`config.mk`:
```
export PLATFORM = sky130hd
export DESIGN_NAME = bsd_scheduler_fixed_point_unit
export DESIGN_NICKNAME = d
export VERILOG_FILES = /design/src/rtl/bsdfpu_pkg.sv /design/src/rtl/bsdfpu_div.sv /design/src/rtl/bsdfpu_seq.sv /design/src/rtl/bsdfpu_dp.sv /design/src/rtl/bsd_scheduler_fixed_point_unit.sv
export SDC_FILE = /design/constraint.sdc
export NUM_CORES = 2
export LEC_CHECK = 0
export ABC_AREA = 1
export BUFFER_PORTS_ARGS = -buffer_cell sky130_fd_sc_hd__buf_2
export CORE_UTILIZATION = 39
export DETAILED_ROUTE_END_ITERATION = 6
export GPL_ROUTABILITY_DRIVEN = 0
export HOLD_SLACK_MARGIN = 0.08
export PLACE_DENSITY = 0.65
export SLEW_MARGIN = 0
export SYNTH_ARGS = -nofsm -noshare
export SYNTH_HDL_FRONTEND = slang
export SYNTH_SLANG_ARGS = --single-unit
```
`constraint.sdc`:
```
create_clock -name clock -period 19.62 [get_ports clock]
set_input_delay 2.943 -clock clock [delete_from_list [all_inputs] [get_ports clock]]
set_output_delay 2.943 -clock clock [all_outputs]
set_load 0.1 [all_outputs]
```
`src/rtl/bsdfpu_pkg.sv`:
```
// Shared constants, types and microcode for the scheduler fixed-point unit.
// Holds the 17.14 constants, the control word layout and the control store.
// Depends on nothing.
package bsdfpu_pkg;

   localparam int FRACTION_BITS = 14;
   localparam int MAX_PRIORITY  = 63;
   localparam int MIN_PRIORITY  = 0;

   localparam logic signed [31:0] FP_ONE   = 32'(1 << FRACTION_BITS);
   localparam logic signed [31:0] LOAD_C59 = 32'((59 * (1 << FRACTION_BITS)) / 60);
   localparam logic signed [31:0] LOAD_C1  = 32'((1 << FRACTION_BITS) / 60);
   localparam logic signed [31:0] X100     = 32'sd100;
   localparam logic signed [31:0] PRIO_TOP = 32'(MAX_PRIORITY * (1 << FRACTION_BITS));
   localparam logic signed [31:0] PRIO_HI  = 32'(MAX_PRIORITY);
   localparam logic signed [31:0] PRIO_LO  = 32'(MIN_PRIORITY);

   // divider: 32-bit value scaled up by the fraction, two quotient bits a cycle
   localparam int DIV_N_BITS  = 32 + FRACTION_BITS;
   localparam int DIV_CYCLES  = DIV_N_BITS / 2;
   localparam int DIV_CNT_W   = $clog2(DIV_CYCLES);

   localparam logic [1:0] FUNC_TICK  = 2'd0;
   localparam logic [1:0] FUNC_LOAD  = 2'd1;
   localparam logic [1:0] FUNC_DECAY = 2'd2;
   localparam logic [1:0] FUNC_PRIO  = 2'd3;

   localparam int STEP_W = 5;
   typedef logic [STEP_W-1:0] step_type;
   typedef logic [3:0]        uop_type;
   typedef logic [1:0]        jump_type;

   localparam uop_type UOP_TICK      = 4'd0;
   localparam uop_type UOP_MUL_LA59  = 4'd1;
   localparam uop_type UOP_SCALE     = 4'd2;
   localparam uop_type UOP_LOAD_SUM  = 4'd3;
   localparam uop_type UOP_DIV_START = 4'd4;
   localparam uop_type UOP_DIV_TAKE  = 4'd5;
   localparam uop_type UOP_MUL_RC    = 4'd6;
   localparam uop_type UOP_ADD_NICE  = 4'd7;
   localparam uop_type UOP_QUARTER   = 4'd8;
   localparam uop_type UOP_PRIO_X    = 4'd9;
   localparam uop_type UOP_PRIO_RND  = 4'd10;
   localparam uop_type UOP_MUL_LA100 = 4'd11;
   localparam uop_type UOP_RND_LA    = 4'd12;
   localparam uop_type UOP_MUL_RC100 = 4'd13;
   localparam uop_type UOP_RND_RC    = 4'd14;
   localparam uop_type UOP_FINISH    = 4'd15;

   localparam jump_type JMP_NONE   = 2'd0;
   localparam jump_type JMP_ALWAYS = 2'd1;
   localparam jump_type JMP_IDLE   = 2'd2;

   localparam step_type ST_TICK  = 5'd0;
   localparam step_type ST_LOAD  = 5'd1;
   localparam step_type ST_DECAY = 5'd4;
   localparam step_type ST_PRIO  = 5'd9;
   localparam step_type ST_TAIL  = 5'd12;

   typedef struct packed {
      uop_type  op;
      jump_type jump;
      step_type target;
      logic     wait_div;
   } uword_type;

   typedef struct packed {
      logic    run;
      uop_type op;
   } ctl_type;

   function automatic uword_type ucode_rom(input step_type s);
      uword_type w;
      case (s)
         5'd0:    w = '{UOP_TICK,      JMP_ALWAYS, ST_TAIL, 1'b0};
         5'd1:    w = '{UOP_MUL_LA59,  JMP_NONE,   ST_TICK, 1'b0};
         5'd2:    w = '{UOP_SCALE,     JMP_NONE,   ST_TICK, 1'b0};
         5'd3:    w = '{UOP_LOAD_SUM,  JMP_ALWAYS, ST_TAIL, 1'b0};
         5'd4:    w = '{UOP_DIV_START, JMP_IDLE,   ST_TAIL, 1'b0};
         5'd5:    w = '{UOP_DIV_TAKE,  JMP_NONE,   ST_TICK, 1'b1};
         5'd6:    w = '{UOP_MUL_RC,    JMP_NONE,   ST_TICK, 1'b0};
         5'd7:    w = '{UOP_SCALE,     JMP_NONE,   ST_TICK, 1'b0};
         5'd8:    w = '{UOP_ADD_NICE,  JMP_ALWAYS, ST_TAIL, 1'b0};
         5'd9:    w = '{UOP_QUARTER,   JMP_NONE,   ST_TICK, 1'b0};
         5'd10:   w = '{UOP_PRIO_X,    JMP_NONE,   ST_TICK, 1'b0};
         5'd11:   w = '{UOP_PRIO_RND,  JMP_NONE,   ST_TICK, 1'b0};
         5'd12:   w = '{UOP_MUL_LA100, JMP_NONE,   ST_TICK, 1'b0};
         5'd13:   w = '{UOP_RND_LA,    JMP_NONE,   ST_TICK, 1'b0};
         5'd14:   w = '{UOP_MUL_RC100, JMP_NONE,   ST_TICK, 1'b0};
         5'd15:   w = '{UOP_RND_RC,    JMP_NONE,   ST_TICK, 1'b0};
         default: w = '{UOP_FINISH,    JMP_NONE,   ST_TICK, 1'b0};
      endcase
      return w;
   endfunction

   function automatic step_type entry_step(input logic [1:0] f);
      step_type s;
      case (f)
         FUNC_TICK:  s = ST_TICK;
         FUNC_LOAD:  s = ST_LOAD;
         FUNC_DECAY: s = ST_DECAY;
         FUNC_PRIO:  s = ST_PRIO;
         default:    s = ST_TICK;
      endcase
      return s;
   endfunction

   // round 17.14 to nearest integer, halves away from zero
   function automatic logic signed [31:0] round14(input logic signed [31:0] x);
      logic signed [32:0] v;
      v = $signed({x[31], x}) + (x[31] ? 33'sd8191 : 33'sd8192);
      return 32'(v >>> FRACTION_BITS);
   endfunction

endpackage

```
`src/rtl/bsdfpu_div.sv`:
```
// Iterative signed divider, truncating toward zero, two quotient bits a cycle.
// Returns the low 32 quotient bits, or zero for a zero divisor.
// Depends on bsdfpu_pkg.
module bsdfpu_div (
   input  logic        clock,
   input  logic        reset,
   input  logic        start,
   input  logic [bsdfpu_pkg::DIV_N_BITS-1:0] dividend,
   input  logic [31:0] divisor,
   output logic        done,
   output logic [31:0] quotient
);
   import bsdfpu_pkg::*;

   logic                  busy_ff, busy_in;
   logic [DIV_CNT_W-1:0]  cnt_ff, cnt_in;
   logic                  neg_ff, neg_in;
   logic                  zero_ff, zero_in;
   logic [31:0]           den_ff, den_in;
   logic [31:0]           rem_ff, rem_in;
   logic [DIV_N_BITS-1:0] quo_ff, quo_in;

   always_comb begin
      logic [32:0]           sh;
      logic [31:0]           r;
      logic [DIV_N_BITS-1:0] q;
      busy_in = busy_ff;
      cnt_in  = cnt_ff;
      neg_in  = neg_ff;
      zero_in = zero_ff;
      den_in  = den_ff;
      rem_in  = rem_ff;
      quo_in  = quo_ff;
      r = rem_ff;
      q = quo_ff;
      for (int i = 0; i < 2; i++) begin
         sh = {r, q[DIV_N_BITS-1]};
         if (sh >= {1'b0, den_ff}) begin
            r = 32'(sh - {1'b0, den_ff});
            q = {q[DIV_N_BITS-2:0], 1'b1};
         end else begin
            r = sh[31:0];
            q = {q[DIV_N_BITS-2:0], 1'b0};
         end
      end
      if (start) begin
         busy_in = 1'b1;
         cnt_in  = DIV_CNT_W'(DIV_CYCLES - 1);
         neg_in  = dividend[DIV_N_BITS-1] ^ divisor[31];
         zero_in = (divisor == 32'd0);
         den_in  = divisor[31] ? (~divisor + 32'd1) : divisor;
         quo_in  = dividend[DIV_N_BITS-1] ? (~dividend + DIV_N_BITS'(1)) : dividend;
         rem_in  = 32'd0;
      end else if (busy_ff) begin
         rem_in = r;
         quo_in = q;
         cnt_in = cnt_ff - DIV_CNT_W'(1);
         if (cnt_ff == '0) begin
            busy_in = 1'b0;
         end
      end
   end

   always_ff @(posedge clock) begin
      if (reset) begin
         busy_ff <= 1'b0;
         cnt_ff  <= '0;
      end else begin
         busy_ff <= busy_in;
         cnt_ff  <= cnt_in;
      end
      neg_ff  <= neg_in;
      zero_ff <= zero_in;
      den_ff  <= den_in;
      rem_ff  <= rem_in;
      quo_ff  <= quo_in;
   end

   assign done     = !busy_ff;
   assign quotient = zero_ff ? 32'd0 : (neg_ff ? (~quo_ff[31:0] + 32'd1) : quo_ff[31:0]);

endmodule

```
`src/rtl/bsdfpu_seq.sv`:
```
// Microcode sequencer: step counter, control store fetch, jumps and result handshake.
// Depends on bsdfpu_pkg.
module bsdfpu_seq (
   input  logic                 clock,
   input  logic                 reset,
   input  logic                 req_valid,
   input  logic [1:0]           req_func,
   input  logic                 rsp_stall,
   input  logic                 idle,
   input  logic                 div_done,
   output logic                 req_stall,
   output logic                 rsp_valid,
   output bsdfpu_pkg::ctl_type  ctl
);
   import bsdfpu_pkg::*;

   logic      busy_ff, busy_in;
   step_type  step_ff, step_in;
   logic      rsp_valid_ff, rsp_valid_in;
   uword_type uw;
   logic      hold, issue, taken, finish, req_fire;

   assign uw       = ucode_rom(step_ff);
   assign finish   = (uw.op == UOP_FINISH);
   assign hold     = (uw.wait_div && !div_done) || (finish && rsp_valid_ff && rsp_stall);
   assign issue    = busy_ff && !hold;
   assign taken    = (uw.jump == JMP_ALWAYS) || ((uw.jump == JMP_IDLE) && idle);
   assign req_fire = req_valid && !busy_ff;

   always_comb begin
      busy_in      = busy_ff;
      step_in      = step_ff;
      rsp_valid_in = rsp_valid_ff;
      if (rsp_valid_ff && !rsp_stall) begin
         rsp_valid_in = 1'b0;
      end
      if (req_fire) begin
         busy_in = 1'b1;
         step_in = entry_step(req_func);
      end else if (issue) begin
         if (finish) begin
            busy_in      = 1'b0;
            rsp_valid_in = 1'b1;
         end else if (taken) begin
            step_in = uw.target;
         end else begin
            step_in = step_ff + STEP_W'(1);
         end
      end
   end

   always_ff @(posedge clock) begin
      if (reset) begin
         busy_ff      <= 1'b0;
         step_ff      <= '0;
         rsp_valid_ff <= 1'b0;
      end else begin
         busy_ff      <= busy_in;
         step_ff      <= step_in;
         rsp_valid_ff <= rsp_valid_in;
      end
   end

   assign req_stall = busy_ff;
   assign rsp_valid = rsp_valid_ff;
   assign ctl       = '{run: issue, op: uw.op};

endmodule

```
`src/rtl/bsdfpu_dp.sv`:
```
// Datapath: request registers, load average, shared multiplier and work registers.
// Executes one micro-operation per issued step; feeds the divider.
// Depends on bsdfpu_pkg.
module bsdfpu_dp (
   input  logic                  clock,
   input  logic                  reset,
   input  bsdfpu_pkg::ctl_type   ctl,
   input  logic                  req_fire,
   input  logic signed [31:0]    req_recent_cpu_in,
   input  logic signed [5:0]     req_nice_value,
   input  logic [6:0]            req_ready_count,
   input  logic                  req_is_idle,
   input  logic [31:0]           div_quotient,
   output logic                  div_start,
   output logic [bsdfpu_pkg::DIV_N_BITS-1:0] div_dividend,
   output logic [31:0]           div_divisor,
   output logic                  idle,
   output logic signed [31:0]    rsp_recent_cpu_out,
   output logic [5:0]            rsp_priority_out,
   output logic signed [31:0]    rsp_load_fixed,
   output logic signed [31:0]    rsp_load_x100,
   output logic signed [31:0]    rsp_recent_x100
);
   import bsdfpu_pkg::*;

   localparam int SC_W = 32 + FRACTION_BITS;

   logic signed [31:0] rc_ff, rc_in;
   logic signed [5:0]  nice_ff, nice_in;
   logic [6:0]         ready_ff, ready_in;
   logic               idle_ff, idle_in;
   logic signed [31:0] la_ff, la_in;
   logic signed [31:0] t_ff, t_in;
   logic signed [63:0] p_ff, p_in;
   logic [5:0]         prio_ff, prio_in;
   logic signed [31:0] lx_ff, lx_in;
   logic signed [31:0] rx_ff, rx_in;
   logic signed [31:0] o_rc_ff, o_la_ff, o_lx_ff, o_rx_ff;
   logic [5:0]         o_prio_ff;
   logic               o_load;

   logic signed [31:0] mul_a, mul_b;
   logic signed [63:0] mul_p;
   logic [SC_W-1:0]    sc_sum;
   logic signed [31:0] scaled;
   logic signed [31:0] nice_ext;
   logic signed [31:0] ready_fp;
   logic signed [31:0] q_sum, quarter;
   logic signed [31:0] pr_round, pr_clamp;
   logic signed [31:0] two_la;

   assign mul_p    = mul_a * mul_b;
   assign sc_sum   = p_ff[SC_W-1:0] + (p_ff[63] ? SC_W'((1 << FRACTION_BITS) - 1) : SC_W'(0));
   assign scaled   = sc_sum[SC_W-1:FRACTION_BITS];
   assign nice_ext = 32'(nice_ff);
   assign ready_fp = LOAD_C1 * $signed({25'd0, ready_ff});
   assign q_sum    = rc_ff + (rc_ff[31] ? 32'sd3 : 32'sd0);
   assign quarter  = q_sum >>> 2;
   assign pr_round = round14(t_ff);
   assign pr_clamp = (pr_round < PRIO_LO) ? PRIO_LO : ((pr_round > PRIO_HI) ? PRIO_HI : pr_round);
   assign two_la   = la_ff <<< 1;

   assign div_start    = ctl.run && (ctl.op == UOP_DIV_START);
   assign div_dividend = {two_la, {FRACTION_BITS{1'b0}}};
   assign div_divisor  = two_la + FP_ONE;
   assign o_load       = ctl.run && (ctl.op == UOP_FINISH);

   always_comb begin
      mul_a = la_ff;
      mul_b = LOAD_C59;
      case (ctl.op)
         UOP_MUL_RC: begin
            mul_a = t_ff;
            mul_b = rc_ff;
         end
         UOP_MUL_LA100: begin
            mul_a = la_ff;
            mul_b = X100;
         end
         UOP_MUL_RC100: begin
            mul_a = rc_ff;
            mul_b = X100;
         end
         default: begin
            mul_a = la_ff;
            mul_b = LOAD_C59;
         end
      endcase
   end

   always_comb begin
      rc_in    = rc_ff;
      nice_in  = nice_ff;
      ready_in = ready_ff;
      idle_in  = idle_ff;
      la_in    = la_ff;
      t_in     = t_ff;
      p_in     = p_ff;
      prio_in  = prio_ff;
      lx_in    = lx_ff;
      rx_in    = rx_ff;
      if (req_fire) begin
         rc_in    = req_recent_cpu_in;
         nice_in  = req_nice_value;
         ready_in = req_ready_count;
         idle_in  = req_is_idle;
         prio_in  = 6'd0;
      end else if (ctl.run) begin
         case (ctl.op)
            UOP_TICK: begin
               if (!idle_ff) begin
                  rc_in = rc_ff + FP_ONE;
               end
            end
            UOP_MUL_LA59, UOP_MUL_RC, UOP_MUL_LA100, UOP_MUL_RC100: begin
               p_in = mul_p;
            end
            UOP_SCALE:    t_in  = scaled;
            UOP_LOAD_SUM: la_in = t_ff + ready_fp;
            UOP_DIV_TAKE: t_in  = $signed(div_quotient);
            UOP_ADD_NICE: rc_in = t_ff + (nice_ext <<< FRACTION_BITS);
            UOP_QUARTER:  t_in  = quarter;
            UOP_PRIO_X:   t_in  = PRIO_TOP - t_ff - (nice_ext <<< (FRACTION_BITS + 1));
            UOP_PRIO_RND: prio_in = pr_clamp[5:0];
            UOP_RND_LA:   lx_in = round14(p_ff[31:0]);
            UOP_RND_RC:   rx_in = round14(p_ff[31:0]);
            default: begin
               t_in = t_ff;
            end
         endcase
      end
   end

   always_ff @(posedge clock) begin
      if (reset) begin
         la_ff <= 32'sd0;
      end else begin
         la_ff <= la_in;
      end
      rc_ff    <= rc_in;
      nice_ff  <= nice_in;
      ready_ff <= ready_in;
      idle_ff  <= idle_in;
      t_ff     <= t_in;
      p_ff     <= p_in;
      prio_ff  <= prio_in;
      lx_ff    <= lx_in;
      rx_ff    <= rx_in;
      if (o_load) begin
         o_rc_ff   <= rc_ff;
         o_prio_ff <= prio_ff;
         o_la_ff   <= la_ff;
         o_lx_ff   <= lx_ff;
         o_rx_ff   <= rx_ff;
      end
   end

   assign idle               = idle_ff;
   assign rsp_recent_cpu_out = o_rc_ff;
   assign rsp_priority_out   = o_prio_ff;
   assign rsp_load_fixed     = o_la_ff;
   assign rsp_load_x100      = o_lx_ff;
   assign rsp_recent_x100    = o_rx_ff;

endmodule

```
`src/rtl/bsd_scheduler_fixed_point_unit.sv`:
```
// Top level of the 17.14 scheduler fixed-point unit.
// Instantiates bsdfpu_seq, bsdfpu_dp and bsdfpu_div; depends on bsdfpu_pkg.
//
//   channel  handshake             payload
//   req      req_valid/req_stall   func, recent_cpu_in, nice_value, ready_count, is_idle
//   rsp      rsp_valid/rsp_stall   recent_cpu_out, priority_out, load_fixed,
//                                  load_x100, recent_x100
//
// One request at a time; req_stall is high from accept until the microprogram ends.
// Decay waits for the two-bit-per-cycle divider unless is_idle is set, in which case
// it skips to the common tail; each use of the shared multiplier is a step of its own.
// A finished result sits in the output register, so a new request is taken while
// rsp_stall holds it; the program waits at its last step only if a second result is due.
// Synchronous reset clears the load average and all control state.
module bsd_scheduler_fixed_point_unit (
   input  logic               clock,
   input  logic               reset,
   input  logic               req_valid,
   output logic               req_stall,
   input  logic [1:0]         req_func,
   input  logic signed [31:0] req_recent_cpu_in,
   input  logic signed [5:0]  req_nice_value,
   input  logic [6:0]         req_ready_count,
   input  logic               req_is_idle,
   output logic               rsp_valid,
   input  logic               rsp_stall,
   output logic signed [31:0] rsp_recent_cpu_out,
   output logic [5:0]         rsp_priority_out,
   output logic signed [31:0] rsp_load_fixed,
   output logic signed [31:0] rsp_load_x100,
   output logic signed [31:0] rsp_recent_x100
);
   import bsdfpu_pkg::*;

   ctl_type               ctl;
   logic                  idle;
   logic                  div_start, div_done;
   logic [DIV_N_BITS-1:0] div_dividend;
   logic [31:0]           div_divisor, div_quotient;
   logic                  req_fire;

   assign req_fire = req_valid && !req_stall;

   bsdfpu_seq u_seq (
      .clock     (clock),
      .reset     (reset),
      .req_valid (req_valid),
      .req_func  (req_func),
      .rsp_stall (rsp_stall),
      .idle      (idle),
      .div_done  (div_done),
      .req_stall (req_stall),
      .rsp_valid (rsp_valid),
      .ctl       (ctl)
   );

   bsdfpu_dp u_dp (
      .clock              (clock),
      .reset              (reset),
      .ctl                (ctl),
      .req_fire           (req_fire),
      .req_recent_cpu_in  (req_recent_cpu_in),
      .req_nice_value     (req_nice_value),
      .req_ready_count    (req_ready_count),
      .req_is_idle        (req_is_idle),
      .div_quotient       (div_quotient),
      .div_start          (div_start),
      .div_dividend       (div_dividend),
      .div_divisor        (div_divisor),
      .idle               (idle),
      .rsp_recent_cpu_out (rsp_recent_cpu_out),
      .rsp_priority_out   (rsp_priority_out),
      .rsp_load_fixed     (rsp_load_fixed),
      .rsp_load_x100      (rsp_load_x100),
      .rsp_recent_x100    (rsp_recent_x100)
   );

   bsdfpu_div u_div (
      .clock    (clock),
      .reset    (reset),
      .start    (div_start),
      .dividend (div_dividend),
      .divisor  (div_divisor),
      .done     (div_done),
      .quotient (div_quotient)
   );

endmodule

```
==> impl_metrics.yaml <==
setup_path:
  endpoint_kind: "flip-flop"
  crit_path_start_kind: "flip-flop"
  timing.rr.end: "u_dp.p_ff[63]$_DFFE_PP_"
  r2r_cells: 33
  crit_cells: 33
  worst_path_max_delay_cell: "fa_1"
  cp_num_buf_inv: 11
  startpoint: "u_seq.step_ff[4]$_SDFFE_PP0P_"
  cp_max_fo: 50
  crit_type: "flip-flop to flip-flop"
  worstPathArrival_ns: 11.41
  ff2ff_setup_slack_ns: 8.54
  critPathTopFamily: "adder cells"
  r2r-start: "u_seq.step_ff[4]$_SDFFE_PP0P_"
  setup.worst_path.end: "u_dp.p_ff[63]$_DFFE_PP_"
  critPathMaxStageDelay_ns: 0.90
  critPathRequiredTime_ns: 19.95
clock_tree:
  htree_levels: 2
  cts_root_buffer: "clkbuf_16"
  cts_buffers: 47
  clk_pin_slew_worst_paths_ns: 0.06
  cts_tree: "done"
  cts.sinks: 441
  ctsResizeCount: 0
  clk_path_buf_depth: 3
  clock_latency_ns: 0.62
  post-cts-setup-buffers: 0
  cts_hold_buf: 0
placed_design:
  dp.cells: 10700
  hpwl_mm: 192
  port_buffers: 187
route:
  drtAntennaViolNets: 0
  wl_per_cell_um: 22.7
  drc: 0
  firstDrtPassIters: 6
  viasPerCell: 5.47
  routed_wirelength_mm: 244
  drtIter0Drc: 6103
  vias: 58900
global_route:
  grt_pass1_vias: 60400
  grtUsageTotal: 0.278
  overflow: 0
  grt_pass1_wl_mm: 367
  grt_max_degree: 64
  grt_antenna_before_repair: 6
sta:
  fmax_mhz: 90.2
  setup_viol: 0
  clock_skew_ns: 0.0276
  hold_violations: 0
  tightest_slew_ns: 1.40
  rsz0062_at_grt: "false"
  tns_ns: 0
  slew_headroom: 0.0553
  min_period_ns: 11.08
  maxSlewViolCount: 0
  min_period_over_period: 0.565
floorplanning:
  io_pins: 188
  die_w_um: 419
  dieArea_sq_um: 176000
  start_util: 0.394
  rows: 152
  coreArea_sq_um: 172000
  die_y_um: 419
synthesis:
  synth_seq_cells: 441
  synth_cells: 8356
  synth-seq-area-share: 0.182
  syn-num-nets: 9887
  yosysWarnings: 0
  async_reset_ff_frac: 0
  synth-edff-count: 350
  syn_area_sq_um: 67900
  synth_flop_cell: "edfxtp_1"
  yosysUniqueCellTypes: 67
  syn_avg_cell_area_sq_um: 8.12
hold_path:
  min-delay-start: "u_dp.lx_ff[3]$_DFFE_PP_"
  min_path_type: "flip-flop to flip-flop"
cells_and_area:
  final_cell_count_no_fill: 10800
  drive_gt1_frac: 0.0632
  area_growth_pct: 7.04
  final_nets: 9943
run_status:
  status: "finished, final reports clean"
power_and_ir_drop:
  combPwrFrac: 0.643
  power_frac_clock: 0.150
  power.density_nw_per_um2: 85.0
  max-vdd-ir-drop_mv: 0.0944
  power.leakage_nw: 35.5
  seq_power_share: 0.207
  p_sw_frac: 0.514
  p_int_w: 0.00300
  p_switching_w: 0.00317
flow_run:
  drv_cap: 0
## worst register-to-register path: cells and delay by family (launching register included)
kind	cells	cell delay [ns]
AND/OR/NAND/NOR	12	3.01
flip-flops	1	0.38
buffers and inverters	11	2.50
XOR/XNOR	1	0.08
adder cells (fa/ha/maj)	9	4.83
## registers in the layout, indices dropped and copies added, names as in the netlist, 6 cells and up, named ones only
| signal | cells |
|---|---|
| u_dp.rx_ff | 19 |
| u_dp.la_ff | 32 |
| u_dp.ready_ff | 7 |
| u_dp.nice_ff | 6 |
| u_dp.rsp_load_fixed | 32 |
| u_dp.prio_ff | 6 |
| u_dp.rsp_recent_x100 | 19 |
| u_dp.rsp_priority_out | 6 |
| u_div.quo_ff | 46 |
| u_dp.p_ff | 47 |
| u_dp.t_ff | 32 |
| u_dp.rsp_load_x100 | 19 |
| u_dp.rsp_recent_cpu_out | 32 |
| u_dp.lx_ff | 19 |
| u_div.rem_ff | 32 |
| u_dp.rc_ff | 32 |
| u_div.den_ff | 31 |
## kinds of logic (layout without fill, tap and decap cells)
family,Yosys count,in the layout,share of synthesized area
other,0,6,0
and+or+nand+nor,3135,3135,0.191
AOI/OAI and AO/OA,978,978,0.0828
DFF,441,441,0.182
buffers and inverters,2079,2171,0.120
adders and majority gates,1479,1479,0.393
xor gates and xnor gates,244,244,0.0315
## Yosys cell counts, types with 6 or more instances
| master | number | area (sq um) |
|---|---|---|
| edfxtp_1 | 350 | 10500 |
| nand2_1 | 1645 | 6170 |
| nor3_1 | 87 | 435 |
| a21oi_1 | 369 | 1850 |
| nor2_1 | 913 | 3430 |
| buf_2 | 150 | 751 |
| or2_2 | 19 | 119 |
| a221oi_1 | 10 | 87.6 |
| xnor2_1 | 76 | 666 |
| o21ai_1 | 17 | 85.1 |
| o21a_1 | 10 | 75.1 |
| ha_1 | 394 | 4930 |
| nor2_2 | 28 | 175 |
| o21bai_1 | 19 | 143 |
| o2111ai_1 | 9 | 78.8 |
| inv_2 | 48 | 180 |
| fa_1 | 1085 | 21700 |
| nand4_1 | 60 | 375 |
| nor2_4 | 20 | 225 |
| a21boi_0 | 8 | 60.1 |
| buf_4 | 32 | 240 |
| clkbuf_1 | 76 | 285 |
| o221ai_1 | 11 | 96.3 |
| nor4_1 | 29 | 181 |
| nand2_2 | 7 | 43.8 |
| a21oi_2 | 24 | 210 |
| a31oi_1 | 39 | 244 |
| nand3b_1 | 19 | 143 |
| a21o_1 | 27 | 203 |
| inv_1 | 1758 | 6600 |
| o21ai_0 | 334 | 1670 |
| buf_6 | 8 | 90.1 |
| o211ai_1 | 35 | 263 |
| dfxtp_1 | 91 | 1820 |
| o22ai_1 | 30 | 188 |
| xor2_1 | 168 | 1470 |
| o31ai_1 | 11 | 82.6 |
| a21oi_4 | 6 | 97.6 |
| nand3_1 | 281 | 1410 |
## through the flow
stage | cell area [sq um] | total power, W | setup slack (ns) | util | hold slack, ns
final | 72600 | 0.00617 | 8.54 | 0.422 | 0.414
after global routing | 72600 | 0.00663 | 8.13 | 0.421 | 0.421
after CTS | 72600 | 0.00608 | 8.41 | 0.421 | 0.418
after detailed placement | 71100 | 0.00513 | 8.47 | 0.412 | 0.405
after global placement | 71100 | 0.00506 | 8.56 | 0.412 | 0.401
after floorplan | 67900 | 0.00388 | 11.57 | - | 0.400
## cells in the final DEF (no fill, tap or decap), types with 76 or more instances in the layout
cell type  count
inv_1       1757
xor2_1       168
nand2_1     1644
ha_1         394
a21oi_1      365
buf_4         88
dfxtp_1       91
edfxtp_1     350
fa_1        1085
nand3_1      281
xnor2_1       76
nor3_1        85
o21ai_0      332
buf_2        187
nor2_1       912
## how the worst min path moves through the flow
stage | endpoint | cells after the start
final | u_dp.rsp_load_x100[3]$_DFFE_PP_ | 0
after global routing | u_dp.rsp_recent_x100[15]$_DFFE_PP_ | 0
after CTS | u_dp.rsp_load_x100[3]$_DFFE_PP_ | 0
after detailed placement | u_dp.rsp_load_x100[13]$_DFFE_PP_ | 0
after global placement | u_dp.rsp_recent_x100[5]$_DFFE_PP_ | 0
after floorplan | u_dp.rsp_load_x100[0]$_DFFE_PP_ | 0
## final cells by class
type	count	area, sq um
Clock inverter	28	318
Clock buffer	57	1240
Timing Repair Buffer	276	1600
Tap cell	2310	2890
Inverter	1810	6800
Fill cell	17300	99700
Sequential cell	441	12300
Antenna cell	6	15.0
Multi-Input combinational cell	5836	47400
## power groups by stage
stage          sequential, W  combinational, W  clock (W)
2_1_floorplan        0.00123           0.00265          0
3_3_place_gp         0.00129           0.00377          0
3_5_place_dp         0.00129           0.00384          0
4_1_cts              0.00127           0.00388   0.000939
5_1_grt              0.00128           0.00438   0.000973
6_report             0.00128           0.00397   0.000926
## per-layer routing
| layer | global-route usage | up-vias | routed length [um] |
|---|---|---|---|
| met5 | 0 | - | 69 |
| met4 | 0.180 | 8 | 19200 |
| met3 | 0.0693 | 1004 | 25900 |
| met2 | 0.451 | 3446 | 111000 |
| met1 | 0.328 | 28600 | 88000 |
| li1 | - | 25800 | - |
No activity file was read; power rests on OpenSTA's default activity.
